<file path="src/rtl/sso_pkg.sv">
// Package for the sorted set operation engine.
// Holds opcode codes, controller states and the controller-to-datapath command word.
// No dependencies.
`default_nettype none
package sso_pkg;

   typedef logic [2:0] opcode_type;

   localparam opcode_type OP_LOAD_A    = 3'd0;
   localparam opcode_type OP_LOAD_B    = 3'd1;
   localparam opcode_type OP_INTERSECT = 3'd2;
   localparam opcode_type OP_UNION     = 3'd3;
   localparam opcode_type OP_DIFF      = 3'd4;

   typedef enum logic [2:0] {
      ST_IDLE,
      ST_SORT_STORE,
      ST_CHECK,
      ST_ACK,
      ST_SORT_WORK,
      ST_MERGE,
      ST_FINISH
   } state_type;

   typedef struct packed {
      logic       load_wr;
      logic       sort_store;
      logic       check_rep;
      logic       copy_work;
      logic       sort_work;
      logic       odd_pass;
      logic       merge_step;
      logic       ack;
      logic       finish;
      opcode_type op;
   } dp_cmd_type;

endpackage
`default_nettype wire

</file>
<file path="src/rtl/sso_controller.sv">
// Controller state machine: decodes a request and sequences sorts, merge and results.
// Depends on sso_pkg; commands sso_datapath.
`default_nettype none
module sso_controller import sso_pkg::*; #(
   parameter int SET_SIZE = 8
) (
   input  wire logic       clock,
   input  wire logic       reset,
   input  wire logic       start,
   input  wire opcode_type req_opcode,
   input  wire logic [2:0] req_element_index,
   input  wire logic       merge_done,
   output logic            busy,
   output dp_cmd_type      cmd
);

   localparam int PW = $clog2(SET_SIZE);

   state_type state_ff, state_in;
   opcode_type op_ff, op_in;
   logic [PW-1:0] pass_ff, pass_in;
   logic [5:0] idx_wide;
   logic in_range, last_idx, last_pass;

   assign idx_wide  = {3'b000, req_element_index};
   assign in_range  = idx_wide < 6'(SET_SIZE);
   assign last_idx  = idx_wide == 6'(SET_SIZE - 1);
   assign last_pass = pass_ff == PW'(SET_SIZE - 1);

   always_ff @(posedge clock) begin
      if (reset) begin
         state_ff <= ST_IDLE;
         op_ff    <= OP_LOAD_A;
         pass_ff  <= '0;
      end else begin
         state_ff <= state_in;
         op_ff    <= op_in;
         pass_ff  <= pass_in;
      end
   end

   always_comb begin
      state_in     = state_ff;
      op_in        = op_ff;
      pass_in      = pass_ff;
      cmd          = '0;
      cmd.op       = op_ff;
      cmd.odd_pass = pass_ff[0];
      busy         = (state_ff != ST_IDLE);
      case (state_ff)
         ST_IDLE: begin
            cmd.op = req_opcode;
            if (start) begin
               op_in   = req_opcode;
               pass_in = '0;
               case (req_opcode)
                  OP_LOAD_A, OP_LOAD_B: begin
                     cmd.load_wr = in_range;
                     state_in    = last_idx ? ST_SORT_STORE : ST_ACK;
                  end
                  OP_INTERSECT, OP_UNION, OP_DIFF: begin
                     cmd.copy_work = 1'b1;
                     state_in      = ST_SORT_WORK;
                  end
                  default: state_in = ST_ACK;
               endcase
            end
         end
         ST_SORT_STORE: begin
            cmd.sort_store = 1'b1;
            pass_in        = pass_ff + 1'b1;
            if (last_pass) begin
               state_in = ST_CHECK;
            end
         end
         ST_CHECK: begin
            cmd.check_rep = 1'b1;
            state_in      = ST_ACK;
         end
         ST_ACK: begin
            cmd.ack  = 1'b1;
            state_in = ST_IDLE;
         end
         ST_SORT_WORK: begin
            cmd.sort_work = 1'b1;
            pass_in       = pass_ff + 1'b1;
            if (last_pass) begin
               state_in = ST_MERGE;
            end
         end
         ST_MERGE: begin
            if (merge_done) begin
               state_in = ST_FINISH;
            end else begin
               cmd.merge_step = 1'b1;
            end
         end
         ST_FINISH: begin
            cmd.finish = 1'b1;
            state_in   = ST_IDLE;
         end
         default: state_in = ST_IDLE;
      endcase
   end

endmodule
`default_nettype wire

</file>
<file path="config.mk">
export PLATFORM = sky130hd
export DESIGN_NAME = sso_controller
export DESIGN_NICKNAME = d
export VERILOG_FILES = /design/src/rtl/sso_pkg.sv /design/src/rtl/sso_controller.sv
export SDC_FILE = /design/constraint.sdc
export NUM_CORES = 1
export LEC_CHECK = 0
export BUFFER_PORTS_ARGS = -buffer_cell sky130_fd_sc_hd__buf_2
export CAP_MARGIN = 20
export CORE_AREA = 2 2 39 41
export CTS_CLUSTER_SIZE = 10
export DETAILED_ROUTE_END_ITERATION = 16
export DIE_AREA = 0 0 41 43
export GPL_TIMING_DRIVEN = 0
export PLACE_DENSITY = 0.8
export SYNTH_ARGS = -nofsm -noshare
export SYNTH_HDL_FRONTEND = slang
export SYNTH_SLANG_ARGS = --single-unit
</file>
<file path="constraint.sdc">
create_clock -name clock -period 4.8 [get_ports clock]
set_clock_uncertainty 0.15 [all_clocks]
set_input_delay 0.96 -clock clock [delete_from_list [all_inputs] [get_ports clock]]
set_output_delay 0.96 -clock clock [all_outputs]
set_load 0.02 [all_outputs]
</file>
Yosys cells after proc, flatten, opt, wreduce, memory -nomap -nowiden:

Index checks and enable logic that the tools add are counted.

* add/subtract/negate cells: 1
* equal/unequal tests: 16
* reductions and logical operators: 10
* mux-type cells: 23
* $lt $le $gt $ge: 1

Operators by type and width (count)
* $eq A3 B3 Y1 const B: 6
* $mux W3: 6
* $pmux W3 S5: 1
* $mux W1: 13
* $eq A3 B2 Y1 const B: 4
* $pmux W3 S2: 2
* $ne A2 B2 Y1 const B: 4
* $eq A3 B1 Y1 const B: 2
* $logic_not A3 Y1: 2
* $lt A3 B4 Y1 const B: 1
* $reduce_and A2 Y1: 2
* $reduce_and A4 Y1: 1
* $reduce_or A2 Y1: 2
* $add A3 B1 Y3 const B: 1
* $reduce_bool A3 Y1: 1
* $reduce_or A3 Y1: 1
* $mux W2: 1
* $reduce_bool A2 Y1: 1

* input bits: 10
* register bits: 9
* output and inout bits: 13
* word-level logic and storage cells: 54

Depth between registers and ports, before layout:

Gate-level depths: netlist of the first run.

* word-level depth: 5
* gate-level depth with buffers: 6
* mapped depth without buffers: 6

Least setup slack after synthesis of the first run:

OpenSTA, ideal clock, no wires.

* kind: in2out
* from: input port start
* to: output port cmd[11] in the netlist's numbering
* arrival: 1527 ps
* stages on the path: 2
* path buffers: 0
* slack: 2163 ps
* required time: 3690 ps
* cells stage by stage: nand2_1 > nor3_1

RTL lines
* start: declaration: line sso_controller.sv:9 `input wire logic start,`
* end: declaration: line sso_controller.sv:14 `output dp_cmd_type cmd`

==> results of run 1 <==
logic make-up after synthesis:
group / share of synthesized area [%]
AOI/OAI and AO/OA: 20.7
xor gates and xnor gates: 1.45
adders and majority gates: 4.15
buffers and inverters: 8.09
DFF: 29.9
muxes: 11.8
and+or+nand+nor: 23.9
through the flow:
step | hold WS [ps] | instances | setup WS, ps
floorplan | 284 | 69 | 2160
global placement | 291 | 106 | 1990
finish | 312 | 110 | 1970
CTS | 313 | 110 | 1970
detailed placement | 304 | 106 | 2000
global route | 348 | 110 | 1800
final timing paths:
| path | startpoint | endpoint | depth (start not counted) |
|---|---|---|---|
| worst max-delay path | state_ff[2]$_SDFFE_PP0P_ | cmd[11] | 5 |
| worst min-delay path | op_ff[0]$_SDFFE_PP0P_ | op_ff[0]$_SDFFE_PP0P_ | 2 |
| worst max register to register | pass_ff[0]$_SDFFE_PP0P_ | state_ff[0]$_SDFFE_PP0P_ | 6 |
| worst min register to register | op_ff[0]$_SDFFE_PP0P_ | op_ff[0]$_SDFFE_PP0P_ | 2 |
layer usage:
layer | up-vias | share of wire [%] | GRT usage [%]
met5 | - | 0 | 0
met4 | 0 | 1.5 | 12.0
met3 | 4 | 4.5 | 3.14
met2 | 15 | 50 | 27.5
met1 | 273 | 43 | 21.4
li1 | 298 | - | -
cell type report:
cell class | count | area share [%]
buffer | 5 | 4.48
inverter | 4 | 1.99
timing repair buffer | 21 | 13.9
tap | 16 | 2.65
clock buffer | 4 | 3.48
sequential | 9 | 23.9
multi-input combinational | 51 | 49.6
registers in the layout, summed over array words and instances (netlist names):
| register | count |
|---|---|
| op_ff | 3 |
| pass_ff | 3 |
| state_ff | 3 |
power breakdown:
group,switching [mW],internal [mW],leakage (nW)
combinational,0.165,0.126,0.274
clock,0.0282,0.0321,0.0150
sequential,0.0180,0.0955,0.0736
total,0.211,0.254,0.363
cells in the mapped netlist (2+ instances only):
cell / count
nor3_2: 2
dfxtp_1: 9
mux2_2: 5
nand2_1: 4
nand2b_1: 2
inv_1: 4
nand3_1: 3
a21oi_1: 4
nor3_1: 5
ha_1: 2
a211oi_1: 3
buf_4: 2
clkbuf_1: 2
a22o_1: 2
nor2_1: 6
nor3b_1: 2
worst max-delay path: stages (launching register included):
cell and delay [ps]:
dfxtp_1 310, buf_6 130, nor3_2 430, nand2_1 220, nor3_1 170, buf_2 190
==> run metrics, run 1 <==
routability cong. 0.677; CP Launch Type flip-flop; die area around 0.0018 sq mm; Critical Path AT approximately 1700 ps; clock latency on the worst-skew pair roughly 270 ps; Total Neg Setup Slack 0 ps; Antenna Nets Post-Route 0; routed wire length 1370 um; Fmax 0.353 GHz; input/output buffers 21; final critical-path required period 2830 ps; Tot Pwr 0.464 mW; number of setup buffers added after CTS 0; element type at the critical path end output port; initial core utilization 43.6%; post-synthesis sequential area ratio 29.9%; CTS HTree Levels 1; P per Cell Area 616 mW/mm^2; drt drc 0; synthesized area per cell 8.74 sq um; most common flop cell mapped by yosys dfxtp_1; post-route clock period utilization 59.0%; cts hold-fix bufs 0; Layout area overhead 25.1%; leakage power figure 0.363 nW; die width 41 um; Yosys warnings 0; largest net degree at the start of global routing 11; gr ovfl total 0; post-synth top area share 29.9%; clock root cell clkbuf_4; commonest non-fill, non-tap cell in the layout buf_2; clk buf depth 2; Syn Inst Count 69; IO Count 23; dpl hpwl 1050 um; post-synthesis register bit count 9; Net Count, Synth 81; ranking of synthesized cells by area dfxtp_1 30%, mux2_2 9.3%, ha_1 4.1%; vias per inst 5.36; worst slew pin tran 477 ps; diode count 0; most frequent cells in the layout 21 x buf_2, 9 x dfxtp_1, 6 x nor2_1; first-pass GRT wire length 2150 um; fill cell count 134; final core utilization 54.5%; post-cts gate resize count 0; RSZ-0062 raised after global routing no; DIE HEIGHT 43 um; Setup Viol. Count Final 0; Core Box Area between 0.001 and 0.0015 sq mm; CTS Buf Count 3; layout cells sized above 1 38.3%; Final #Nets about 110; Reg2Reg Setup Slack 2980 ps; Placement Rows 14; outcome finished clean; design area 754 sq um; Placed Instance Area 728 sq um; DRT Pass-1 Iters 4; via count 590; CTS tree done; area of the mapped netlist 603 sq um; max-slew violations 0; max cap viols 0; clk slew on worst S/H paths 60 ps; vias in the first global route 520; CP Max Fanout 10; ys async rst share 0%; initial antenna violation count 0; worst relative slew slack 68.0%; Synth area leader dfxtp_1; number of flops mapped to enable cells by yosys 0; critical path class flip-flop to output port; drt wl/cell 12.4 um; Final Hold Fails 0; multi-input logic area approximately 370 sq um; Hold WC Path Type flip-flop to flip-flop; Seq. cell area 180 sq um; initial DRC count 13; VDD IR max 0.273 mV; Synth cell types 28; data required time of the worst path between 3000 and 4000 ps; clock sink count 9; GRT Total Usage 17.9%
(Power assumes the default switching activity.)
==> run 2, diff against run 1 <==
--- a/config.mk
+++ b/config.mk
@@ -7,12 +7,12 @@
 export LEC_CHECK = 0
 export BUFFER_PORTS_ARGS = -buffer_cell sky130_fd_sc_hd__buf_2
 export CAP_MARGIN = 20
-export CORE_AREA = 2 2 39 41
+export CORE_MARGIN = 2
+export CORE_UTILIZATION = 46
 export CTS_CLUSTER_SIZE = 10
 export DETAILED_ROUTE_END_ITERATION = 16
-export DIE_AREA = 0 0 41 43
 export GPL_TIMING_DRIVEN = 0
-export PLACE_DENSITY = 0.8
+export PLACE_DENSITY = 0.81
 export SYNTH_ARGS = -nofsm -noshare
 export SYNTH_HDL_FRONTEND = slang
 export SYNTH_SLANG_ARGS = --single-unit
==> constraint.sdc (replaced) <==
create_clock -name clock -period 2.8 [get_ports clock]
set_clock_uncertainty 0.15 [all_clocks]
set_input_delay 0.56 -clock clock [delete_from_list [all_inputs] [get_ports clock]]
set_output_delay 0.56 -clock clock [all_outputs]
set_load 0.02 [all_outputs]
==> run 2 against run 1 <==
Sequential cell count did not move. Via count is 2.9% lower. Total power up 72%. Clock-buffer cell count is the same. Cell count down 0.91%. Critical path type unchanged. Critical endpoint unchanged.
==> run metrics, run 2 (same netlist as run 1, synthesis figures left out) <==
worst path cell trace buf_6 -> nor3_2 -> nand2_1 -> nor3_1 -> buf_2; CP Max Fanout 10 (unchanged); DRT Pass-1 Iters 4 (unchanged); dpl hpwl 1010 um (-4.2%); critical path class flip-flop to output port; clk slew on worst S/H paths 70 ps (about the same); P per Cell Area 1060 mW/mm^2 (+73%); CTS Buf Count 3 (unchanged); commonest non-fill, non-tap cell in the layout buf_2; routability cong. 0.689 (+1.8%); input/output buffers 21 (unchanged); vias in the first global route 450 (-13%); buffers and inverters on the worst path 2 (unchanged); CP Launch Type flip-flop; Crit path depth 5 (unchanged); Slowest Stage Delay on Critical Path 450 ps (+20 ps); initial DRC count 8 (-5); Placement Rows 13 (-1); IO Count 23 (unchanged); diode count 0 (unchanged); element type at the critical path end output port; clock root cell clkbuf_4; vias per inst 5.26 (-2.0%); Setup Viol. Count Final 0 (unchanged); worst slew pin tran 505 ps (+27.1 ps); drt wl/cell 12.9 um (+3.9%); final core utilization 59.4% (+4.8 points); pre-CTS WS 670 ps (-1330 ps); via count 573 (-2.9%); GR Layer Usage met1 21.6% (+0.19 points); routed wire length 1410 um (+2.9%); first-pass GRT wire length 1880 um (-13%); Core Box Area 0.00127 sq mm (-8.3%); VDD IR max 0.502 mV (+84%); cts hold-fix bufs 0 (unchanged); DIE HEIGHT 40.2 um (-6.5%); Final #Nets 107 (unchanged); die width 40.2 um (-1.9%); Final Hold Fails 0 (unchanged); Antenna Nets Post-Route 0 (unchanged); CTS HTree Levels 1 (unchanged); worst setup margin 353 ps (-1610 ps); clk buf depth 2 (unchanged); max cap viols 0 (unchanged); number of setup buffers added after CTS 0 (unchanged); Layout area overhead 24.9%; met3 Usage GRT 6.67% (+3.5 points); max-slew violations 0 (unchanged); RSZ-0062 raised after global routing no; final critical-path required period 2450 ps; worst relative slew slack 66.2% (-1.8 points); leakage power figure 0.363 nW (unchanged); drt drc 0 (unchanged); Critical-path top delay cell nor3_2; Tot Pwr 0.801 mW (+72%); Hold WC Path Type flip-flop to flip-flop; Total Neg Setup Slack 0 ps (unchanged); GRT Total Usage 18.1% (+0.16 points); layout cells sized above 1 38.3% (unchanged); initial antenna violation count 0 (unchanged); met2 global-route usage 30.2% (+2.7 points); Largest regs op_ff x3, pass_ff x3, state_ff x3; cell family contributing the most delay on the critical path simple AND/OR/NAND/NOR gates; global routing's busiest layer met2; post-route clock period utilization 87.4%; gr ovfl total 0 (unchanged); Fmax 0.409 GHz; Reg2Reg Setup Slack 990 ps (-1990 ps); die area 0.00162 sq mm (-8.3%); clock sink count 9 (unchanged); outcome finished clean; hold slack 302 ps (-10.5 ps); data required time of the worst path 2090 ps (-1600 ps); largest net degree at the start of global routing 11 (unchanged); Min-Delay Path Depth 2 (unchanged); post-cts gate resize count 0 (unchanged); Critical Path AT 1740 ps (+20 ps); FF-to-FF path depth 6 (unchanged); most frequent cells in the layout 21 x buf_2, 9 x dfxtp_1, 6 x nor2_1; clock latency on the worst-skew pair 270 ps (about the same); CTS tree done; initial core utilization 47.5% (+4.0 points)
run 2: cell counts in the layout (fill, tap and decap cells not counted):
No cell type changed its count.
run 2: report_power, final:
part,internal [mW],switching (mW)
sequential,0.164,0.0324
combinational,0.217,0.286
clock,0.0550,0.0467
run 2: worst reg2reg max path: stages (launching register included):
cell	delay, ps
dfxtp_1	330
ha_1	200
ha_1	190
mux2_4	280
o22ai_4	210
o21ba_1	180
a32o_1	190
run 2: stage by stage:
| stage | cells | instance area (sq um) |
|---|---|---|
| 2_1_floorplan | 69 | 603 |
| 3_3_place_gp | 105 | 727 |
| 3_5_place_dp | 105 | 727 |
| 4_1_cts | 109 | 753 |
| 5_1_grt | 109 | 753 |
| 6_report | 109 | 753 |
run 2: path summary, 6_finish.rpt:
path                       startpoint                  endpoint
max          state_ff[2]$_SDFFE_PP0P_                   cmd[11]
min             op_ff[0]$_SDFFE_PP0P_     op_ff[0]$_SDFFE_PP0P_
max reg2reg   pass_ff[0]$_SDFFE_PP0P_  state_ff[0]$_SDFFE_PP0P_
min reg2reg     op_ff[0]$_SDFFE_PP0P_     op_ff[0]$_SDFFE_PP0P_
run 2: area by class of cell:
cell class              count  area, sq um
fillers                   118          515
inverters                   4         15.0
well taps                  15         18.8
flip-flops and latches      9          180
multi-input cells          51          374
repair buffers             21          105
clock buffers               4         26.3
plain buffers               5         33.8
run 2: layer usage:
| layer | routed length, um | vias to the layer above |
|---|---|---|
| met2 | 711 | 15 |
| met3 | 67 | 4 |
| li1 | - | 298 |
| met4 | 12 | 0 |
| met1 | 615 | 256 |
| met5 | 0 | - |
==> run 3, diff against run 2 <==
--- a/config.mk
+++ b/config.mk
@@ -12,7 +12,8 @@
 export CTS_CLUSTER_SIZE = 10
 export DETAILED_ROUTE_END_ITERATION = 16
 export GPL_TIMING_DRIVEN = 0
-export PLACE_DENSITY = 0.81
+export PLACE_DENSITY = 0.75
+export SLEW_MARGIN = 40
 export SYNTH_ARGS = -nofsm -noshare
 export SYNTH_HDL_FRONTEND = slang
 export SYNTH_SLANG_ARGS = --single-unit
==> constraint.sdc (replaced) <==
create_clock -name clock -period 2.8 [get_ports clock]
set_clock_uncertainty 0.15 [all_clocks]
set_input_delay 0.84 -clock clock [delete_from_list [all_inputs] [get_ports clock]]
set_output_delay 0.84 -clock clock [all_outputs]
set_load 0.02 [all_outputs]
==> run 3 against run 2 <==
Sequential power increased by 2%. Largest power group unchanged. Combinational power about the same. Non-clock buffer count unchanged. Clock power about the same. Critical endpoint is now cmd[2]. Critical path type unchanged.
==> run metrics, run 3 (same netlist as run 1, synthesis figures left out) <==
Critical-path top delay cell mux2_2; number of setup buffers added after CTS 0 (unchanged); Post-Layout Cell Count 109 (unchanged); vias in the first global route 485 (+7.8%); worst slew pin tran 429 ps (-75.9 ps); input/output buffers 21 (unchanged); vias per inst 5.39 (+2.6%); RSZ-0062 raised after global routing no; worst relative slew slack 71.4% (+5.2 points); worst path cell trace buf_6 -> nor3_4 -> mux2_2 -> buf_2; initial core utilization 47.5% (unchanged); hold slack 310 ps (+8.68 ps); Core Box Area 0.00127 sq mm (unchanged); critical path class flip-flop to output port; final core utilization 60.0% (+0.59 points); die area 0.00162 sq mm (unchanged); IO Count 23 (unchanged); outcome finished clean; clk slew on worst S/H paths 60 ps (about the same); VDD IR max 0.516 mV (+2.8%); clock latency on the worst-skew pair 260 ps (about the same); first-pass GRT wire length 2030 um (+7.7%); routability cong. 0.740 (+7.4%); clock sink count 9 (unchanged); largest net degree at the start of global routing 11 (unchanged); CTS tree done; Fmax 0.387 GHz (-5.2%); drt wl/cell 12.3 um (-4.7%); Final #Nets 107 (unchanged); Critical Path AT 1590 ps (-150 ps); data required time of the worst path 1810 ps (-280 ps); Slowest Stage Delay on Critical Path 380 ps (-70 ps); die width 40.2 um (unchanged); CTS HTree Levels 1 (unchanged); CP Max Fanout 10 (unchanged); drt drc 0 (unchanged); DIE HEIGHT 40.2 um (unchanged); most frequent cells in the layout 21 x buf_2, 9 x dfxtp_1, 6 x nor2_1; clk buf depth 2 (unchanged); Antenna Nets Post-Route 0 (unchanged); post-cts gate resize count 0 (unchanged); Layout area overhead 26.1%; Setup Viol. Count Final 0 (unchanged); initial antenna violation count 0 (unchanged); via count 588 (+2.6%); Placement Rows 13 (unchanged); GRT Total Usage 19.0% (+0.88 points); max cap viols 0 (unchanged); Cell Count Post-Placement 105 (unchanged); post-route clock period utilization 92.2% (+4.8 points); layout cells sized above 1 39.4% (+1.1 points); gr ovfl total 0 (unchanged); Largest regs op_ff x3, pass_ff x3, state_ff x3; element type at the critical path end output port; routed wire length 1340 um (-4.7%); P per Cell Area 1060 mW/mm^2 (about the same); clock root cell clkbuf_4; Hold WC Path Type flip-flop to flip-flop; commonest non-fill, non-tap cell in the layout buf_2; CTS Buf Count 3 (unchanged); Tot Pwr 0.808 mW (+0.93%); Placed Instance Area 727 sq um (unchanged); CP Launch Type flip-flop; pre-CTS WS 250 ps (-420 ps); leakage power figure 0.368 nW (+1.4%); dpl hpwl 981 um (-2.9%); DRT Pass-1 Iters 4 (unchanged); initial DRC count 10 (+2); final critical-path required period 2580 ps (+135 ps); max-slew violations 0 (unchanged); worst setup margin 218 ps (-135 ps); Total Neg Setup Slack 0 ps (unchanged); cts hold-fix bufs 0 (unchanged); design area 761 sq um (+1.0%); fill cell count 126 (+6.8%); diode count 0 (unchanged); Final Hold Fails 0 (unchanged)
==> run 3: critical path, delay by kind of cell (launching register included) <==
kind	cells	cell delay (ps)
flip-flops	1	310
AND/OR/NAND/NOR	1	350
multiplexers	1	380
buffers and inverters	2	290
==> run 3: where the power goes <==
| part | internal, mW | leakage (nW) | switching (mW) |
|---|---|---|---|
| Combinational | 0.222 | 0.277 | 0.283 |
| Clock | 0.0528 | 0.0177 | 0.0502 |
| Sequential | 0.164 | 0.0736 | 0.0361 |
| Total | 0.438 | 0.368 | 0.370 |
==> run 3: layout make-up <==
type,instances,area (sq um),share of cell area (%)
buffer,5,33.8,4.44
inverter,4,15.0,1.97
sequential,9,180,23.7
multi-input combinational,51,380,50.0
timing repair buffer,21,105,13.8
tap,15,18.8,2.47
clock buffer,3,22.5,2.96
clock inverter,1,5.00,0.658
==> run 3: layer usage <==
metal,track usage [%],up-vias,part of all wire [%]
li1,-,298,-
met2,29.4,10,50
met1,24.8,280,45
met3,8.33,0,4.8
met5,0,-,0
met4,2.50,0,0
==> run 3: final timing paths <==
kind / slack (ps) / from / end / depth (start not counted)
worst max-delay path: 220 / state_ff[2]$_SDFFE_PP0P_ / cmd[2] / 4
worst min-delay path: 310 / op_ff[0]$_SDFFE_PP0P_ / op_ff[0]$_SDFFE_PP0P_ / 2
worst max register to register: 960 / pass_ff[0]$_SDFFE_PP0P_ / state_ff[0]$_SDFFE_PP0P_ / 6
worst min register to register: 310 / op_ff[0]$_SDFFE_PP0P_ / op_ff[0]$_SDFFE_PP0P_ / 2
